`src/hw/rtl/solos_pkg.sv`:
```
// package for the sorted last-occurrence search core
// table geometry, state encoding and controller/datapath command and status structs
// no dependencies
`default_nettype none

package solos_pkg;

    localparam int DEPTH  = 1024;
    localparam int ADDR_W = $clog2(DEPTH);
    localparam int LEN_W  = $clog2(DEPTH + 1);
    localparam int DATA_W = 32;
    localparam int PADDR_W = 3;
    localparam int PDATA_W = 32;

    localparam logic [PADDR_W-3:0] REG_USED_LENGTH = '0;

    localparam logic REQ_WRITE  = 1'b0;
    localparam logic REQ_SEARCH = 1'b1;

    typedef enum logic [2:0] {
        S_IDLE,
        S_PROBE,
        S_CMP,
        S_PEEK,
        S_DONE
    } solos_state_t;

    typedef struct packed {
        logic wr_entry;
        logic start;
        logic rd_mid;
        logic rd_next;
        logic hi_to_mid;
        logic lo_past_mid;
        logic hit_mid;
        logic load_out;
    } solos_cmd_t;

    typedef struct packed {
        logic range_open;
        logic mem_gt;
        logic mem_lt;
        logic mid_last;
        logic mem_eq;
    } solos_status_t;

endpackage

`default_nettype wire

```
`src/hw/rtl/solos_ctrl.sv`:
```
// controller of the search core: sequences probes, peeks and result hand-off
// depends on solos_pkg
`default_nettype none

module solos_ctrl
(
    input  wire logic                     clk,
    input  wire logic                     rst_n,
    input  wire logic                     in_valid,
    input  wire logic                     in_req_type,
    output logic                          in_ready,
    output logic                          out_valid,
    input  wire logic                     out_ready,
    input  wire solos_pkg::solos_status_t st,
    output solos_pkg::solos_cmd_t         cmd
);
    import solos_pkg::*;

    solos_state_t state_reg;
    solos_state_t state_next;
    logic         out_valid_reg;
    logic         out_valid_next;
    logic         in_accept;
    logic         out_free;

    assign in_ready  = (state_reg == S_IDLE);
    assign in_accept = in_valid && in_ready;
    assign out_free  = !out_valid_reg || out_ready;
    assign out_valid = out_valid_reg;

    always_comb
    begin
        state_next = state_reg;
        case (state_reg)
            S_IDLE:
            begin
                if (in_accept && (in_req_type == REQ_SEARCH))
                begin
                    state_next = S_PROBE;
                end
            end
            S_PROBE:
            begin
                state_next = st.range_open ? S_CMP : S_DONE;
            end
            S_CMP:
            begin
                if (st.mem_gt || st.mem_lt)
                begin
                    state_next = S_PROBE;
                end
                else if (st.mid_last)
                begin
                    state_next = S_DONE;
                end
                else
                begin
                    state_next = S_PEEK;
                end
            end
            S_PEEK:
            begin
                state_next = st.mem_eq ? S_PROBE : S_DONE;
            end
            S_DONE:
            begin
                if (out_free)
                begin
                    state_next = S_IDLE;
                end
            end
            default:
            begin
                state_next = S_IDLE;
            end
        endcase
    end

    always_comb
    begin
        cmd = '0;
        case (state_reg)
            S_IDLE:
            begin
                cmd.wr_entry = in_accept && (in_req_type == REQ_WRITE);
                cmd.start    = in_accept && (in_req_type == REQ_SEARCH);
            end
            S_PROBE:
            begin
                cmd.rd_mid = st.range_open;
            end
            S_CMP:
            begin
                cmd.hi_to_mid   = st.mem_gt;
                cmd.lo_past_mid = st.mem_lt;
                cmd.hit_mid     = !st.mem_gt && !st.mem_lt && st.mid_last;
                cmd.rd_next     = !st.mem_gt && !st.mem_lt && !st.mid_last;
            end
            S_PEEK:
            begin
                // next entry still equal: keep bisecting to the right
                cmd.lo_past_mid = st.mem_eq;
                cmd.hit_mid     = !st.mem_eq;
            end
            S_DONE:
            begin
                cmd.load_out = out_free;
            end
            default:
            begin
                cmd = '0;
            end
        endcase
    end

    always_comb
    begin
        out_valid_next = out_valid_reg;
        if (cmd.load_out)
        begin
            out_valid_next = 1'b1;
        end
        else if (out_ready)
        begin
            out_valid_next = 1'b0;
        end
    end

    always_ff @(posedge clk or negedge rst_n)
    begin
        if (!rst_n)
        begin
            state_reg     <= S_IDLE;
            out_valid_reg <= 1'b0;
        end
        else
        begin
            state_reg     <= state_next;
            out_valid_reg <= out_valid_next;
        end
    end

endmodule

`default_nettype wire

```
`config.mk`:
```
export PLATFORM = sky130hd
export DESIGN_NAME = solos_ctrl
export DESIGN_NICKNAME = d
export VERILOG_FILES = /design/src/hw/rtl/solos_pkg.sv /design/src/hw/rtl/solos_ctrl.sv
export SDC_FILE = /design/constraint.sdc
export NUM_CORES = 1
export LEC_CHECK = 0
export ABC_AREA = 0
export BUFFER_PORTS_ARGS = -buffer_cell sky130_fd_sc_hd__buf_2
export CAP_MARGIN = 15
export CORE_AREA = 3 3 40 42
export DETAILED_ROUTE_END_ITERATION = 8
export DIE_AREA = 0 0 43 45
export PLACE_DENSITY = 0.51
export SYNTH_ARGS = -nofsm -noshare
export SYNTH_HDL_FRONTEND = slang
export SYNTH_SLANG_ARGS = --single-unit
```
`constraint.sdc`:
```
create_clock -name clk -period 1.1 [get_ports clk]
set_clock_uncertainty 0.1 [all_clocks]
set_input_delay 0 -clock clk [delete_from_list [all_inputs] [get_ports clk]]
set_output_delay 0 -clock clk [all_outputs]
set_load 0.05 [all_outputs]
```
* Yosys cells after proc, flatten, opt, wreduce, memory -nomap -nowiden *
Cells that the tools add are included.

operators by class
  equal/unequal tests = 6
  muxes and demuxes = 14
  bitwise gates (word level) = 1
  reduce and logical (&&, ||, !) cells = 16

operator list
  operator                                        number
  two-way mux 3 bit                               6
  one-hot mux 3 bit (5 select lines)              1
  == test 3 x 2 -> 1 bit (second input constant)  2
  logical AND 1 bit                               6
  logical NOT 1 bit                               5
  two-way mux 1 bit                               4
  two-way mux 2 bit                               2
  one-hot mux 2 bit (2 select lines)              1
  == test 3 x 1 -> 1 bit (second input constant)  1
  == test 3 bit (second input constant)           1
  logical NOT 3 bit                               1
  logical OR 1 bit                                2
  != test 2 x 1 -> 1 bit (second input constant)  1
  != test 2 bit (second input constant)           1
  AND reduction 2 bit                             1
  nonzero test 2 bit                              1
  NOT 1 bit                                       1

word-level totals
  output and inout port bits = 10
  bits of input ports = 10
  logic and storage cells = 39
  bits in registers = 4

* Depth between registers and ports, before layout *
  word-level depth = 5
  gate-level depth with buffers = 5
  mapped depth without buffers = 3

* Least setup slack after synthesis *
No wires, ideal clock.

  path type = register -> register
  from = reg state_reg[0]
  to = reg state_reg[0]
  setup time = 0.066 ns
  data required time = 0.934 ns
  cell stages (with the launch flop) = 5
  setup slack = -0.976 ns
  period minus slack after synthesis = 2.076 ns
  path buffers = 1
  arrival time = 1.910 ns
  cell sequence = dfrtp_1 -> buf_6 -> nor3_2 -> and3_1 -> a21o_1

between the ends
  longest elaborated chain between the ends = 5
  elaborated cells between the ends (all ways) = 11
  classes of those cells = eq/ne: 6; mux: 1; reduce/logical: 4

ends and longest elaborated chain
  element                                  RTL line           source
  start, declared                          solos_ctrl.sv:19   solos_state_t state_reg;
  start signal, assigned                   solos_ctrl.sv:138  state_reg <= state_next;
  logical NOT 3 bit *                      solos_ctrl.sv:26   assign in_ready = (state_reg == S_IDLE);
  net in_ready                             solos_ctrl.sv:11   output logic in_ready,
  logical AND 1 bit                        solos_ctrl.sv:27   assign in_accept = in_valid && in_ready;
  logical AND 1 bit                        solos_ctrl.sv:37   if (in_accept && (in_req_type == REQ_SEARCH))
  != test 2 x 1 -> 1 bit (no source line)  n/a
  AND reduction 2 bit (no source line)     n/a

Mark *: on every way through the listed nets, which the timed path passes. The rest lies on a longest branch.
A chain may end at the register's enable or synchronous reset.

==> summary.md <==
| Metric | Value |
|---|---|
| RSZ-0062 raised after global routing | true |
| Number of routed nets with antenna violations | 0 |
| Count leader, synth | nor2_1 |
| Count of buffer and inverter cells on the critical path | 2 |
| Worst Tran Pin Value | roughly 0.23 ns |
| TritonCTS clock tree | done |
| Leakage | about 0.31 nW |
| Met1 WL | ~340 µm |
| Port Buffers | 19 |
| TritonRoute pass-1 iters | 4 |
| Fin nets | 77 |
| CTS max path bufs | 2 |
| Largest family of logic cells by synthesized area | simple AND/OR/NAND/NOR gates |
| Total grt overflow | 0 |
| Final Worst Setup Slack | -0.300 ns |
| Final worst-path cycle share | 127% |
| CP Capture Type | output pin |
| CTS Sinks | 4 |
| Io pins | 20 |
| Die width | roughly 43 µm |
| Seq. cell area | roughly 100 µm² |
| Max reg flops | 3 |
| First-pass GRT wire length | about 1.4 mm |
| Slowest CP cell | dfrtp_1 |
| Primary FF master, synth | dfrtp_1 |
| Placed wire-length estimate | roughly 680 µm |
| Fillers | between 100 and 150 |
| # Max-Cap Violations | 0 |
| Routed WL per cell | between 10 and 15 µm |
| Routed via count | roughly 360 |
| Starting Density | about 23% |
| Mapped Cells | 34 |
| Worst min path class | in2reg |
| Adder-Cell Fraction of Synth Area | 0% |
| R2R Setup Slk | -0.11 ns |
| Synthesized area per cell | 8.72 µm² |
| Synth async-reset ratio | 100% |
| CTS Buf Count | 3 |
| Post-synth EDFFs | 0 |
| Top delay family on crit path | flip-flops |
| Pwr dens | just over 2000 mW/mm² |
| Peak supply drop | between 0.0015 and 0.002 V |
| Met2 WL post-DR | slightly above 500 µm |
| Syn nets | 44 |
| Clock root buffer | clkbuf_4 |
| Flops & latches, synth | 4 |
| Xor/xnor share of the synthesized area | 0% |
| Area taken by multi-input logic gates | around 240 µm² |
| Initial antenna violation count | 0 |
| Post-synthesis mux area share | under 10% |
| Max incr delay on CP | roughly 0.40 ns |
| Clk_lat worst skew | roughly 0.25 ns |
| Post-layout util | roughly half |
| Final setup vio count | 12 |
| DRT Wirelength | approximately 900 µm |
| Syn Std Cell Area | about 300 µm² |
| Drt drc | 0 |
| H-Tree Depth | 1 |
| Seq/Total Area, Yosys | roughly 34% |
| Slew Viols, Final | 0 |
| Via/cell ratio | roughly 4.4 |
| Max transition margin | between 80 and 90% |
| Status | finished with violations |
| Peak Freq | roughly 710 MHz |
| Endpoints failing hold | 0 |
| Placement Rows | 13 |
| Final min period | between 1 and 1.5 ns |
| GRT Total Usage | around a tenth |
| Synth warn | 0 |
| Synth area leaders | dfrtp_1 34%, nor3_2 6.8%, nor2_1 6.3% |
| Post-synthesis compound-gate area fraction | 11.4% |
| Vias in the first global route | about 360 |
| Number of antenna diodes | 0 |
| Die ar. | approximately 0.0019 mm² |
| Area grow syn2layout | 121% |
| Met3 wire len | roughly 62 µm |
| Placer congestion estimate | between 0.6 and 0.7 |
| Clk slew on worst S/H paths | approximately 0.040 ns |
| Largest net degree at the start of global routing | 7 |
| Die H | ~45 µm |
| Post-Synth Simple-Gate Area | about two fifths |
| Commonest cells in the synthesized netlist | 5 x nor2_1, 4 x dfrtp_1, 4 x inv_1 |
| Synth cell types | 20 |
| Total power | about 1.4 mW |
| Core Area | roughly 0.0013 mm² |
| DR iter-0 viols | 2 |
| CP required | 1.00 ns |
| Crit-path cells | buf_6 > nor3_4 > and3_4 > buf_8 |
| Worst-path fanout max | 5 |
| Area leader, netlist | dfrtp_1 |
| Layout cells sized above 1 | between 60% and 70% |
| Startpoint Class | flop |
| Yosys top cell area share | around 34% |
| Top layer in use | met3 |
| Failing checks | setup timing |
| Crit path DAT | ~1.3 ns |
| Worst Path Class, Setup | reg2out |
==> worst min-delay path: cells and delay by family <==
kind | cells | cell delay, ns
AOI/OAI and AO/OA | 1 | 0.08
buffers and inverters | 1 | 0.09
and+or+nand+nor | 1 | 0.18
==> metal layers <==
layer	vias to the layer above	GRT usage, %
met1	166	10.0
met2	14	18.0
met3	0	5.98
met5	-	0
li1	179	-
met4	0	3.61
==> final cells by class <==
class	count	share of cell area, %
Clock buffer	4	4.01
Inverter	4	2.29
Multi-Input combinational cell	24	35.9
Sequential cell	4	15.8
Tap cell	15	2.86
Timing Repair Buffer	30	39.1
==> repair_timing <==
action	in CTS	in global routing
buffers inserted	0	3
hold buffers	3	0
pin swaps	6	4
endpoints found under the setup margin	12	12
gates resized for setup	21	8
endpoints found under the hold margin	5	0
==> metrics by stage <==
| step | area [µm²] | instances | TNS (ns) | hold slack [ns] | worst slack (ns) |
|---|---|---|---|---|---|
| after floorplan | 353 | 34 | -2.32 | -0.396 | -0.496 |
| after global placement | 485 | 71 | -1.43 | -0.286 | -0.179 |
| after detailed placement | 485 | 71 | -1.39 | -0.286 | -0.190 |
| after CTS | 614 | 78 | -2.75 | 0.0443 | -0.318 |
| after global routing | 656 | 81 | -3.33 | 0.0510 | -0.361 |
| final | 656 | 81 | -2.69 | 0.0505 | -0.300 |
==> kinds of logic after synthesis <==
logic type | after synthesis
buffers and inverters | 6
AO/OA/AOI/OAI | 6
AND/OR/NAND/NOR | 17
multiplexers | 1
flip-flops | 4
==> layout by cell type, fill, tap and decap left out <==
cell type      synthesis  final
dfrtp_1                4      1
a21o_1                 1      1
buf_2                  0     10
mux2i_4                0      1
o22ai_1                1      1
buf_4                  1      6
nor4bb_1               1      1
clkbuf_1               0      1
nor3b_4                0      1
a21oi_1                3      2
and4bb_1               1      1
nand2_1                2      2
inv_2                  0      1
clkbuf_4               0      3
nor3_4                 0      2
o21ai_0                1      1
dlygate4sd3_1          0      3
a21oi_2                0      1
and3_4                 0      1
dfrtp_2                0      3
nand2b_4               0      1
nor2_1                 5      2
buf_6                  1      9
or3_1                  1      1
nor4b_2                1      1
nor2_4                 0      3
or2_1                  1      1
buf_8                  0      2
inv_1                  4      3
==> final timing paths <==
| check | startpoint | end | cells after the start |
|---|---|---|---|
| min reg2reg | out_valid | out_valid | 2 |
| max reg2reg | state_reg[0] | state_reg[2] | 4 |
| min | in_valid | state_reg[0] | 3 |
| min in group asynchronous | rst_n | out_valid | 3 |
| max | state_reg[0] | cmd[6] | 4 |
| max in group asynchronous | rst_n | state_reg[2] | 3 |
==> report_power, final <==
part,internal [mW],switching (mW),total [mW]
Clock,0.137,0.0727,0.210
Combinational,0.388,0.501,0.890
Sequential,0.196,0.0561,0.252
Total,0.721,0.630,1.35
Note: power is estimated with default switching activity, not from simulation.
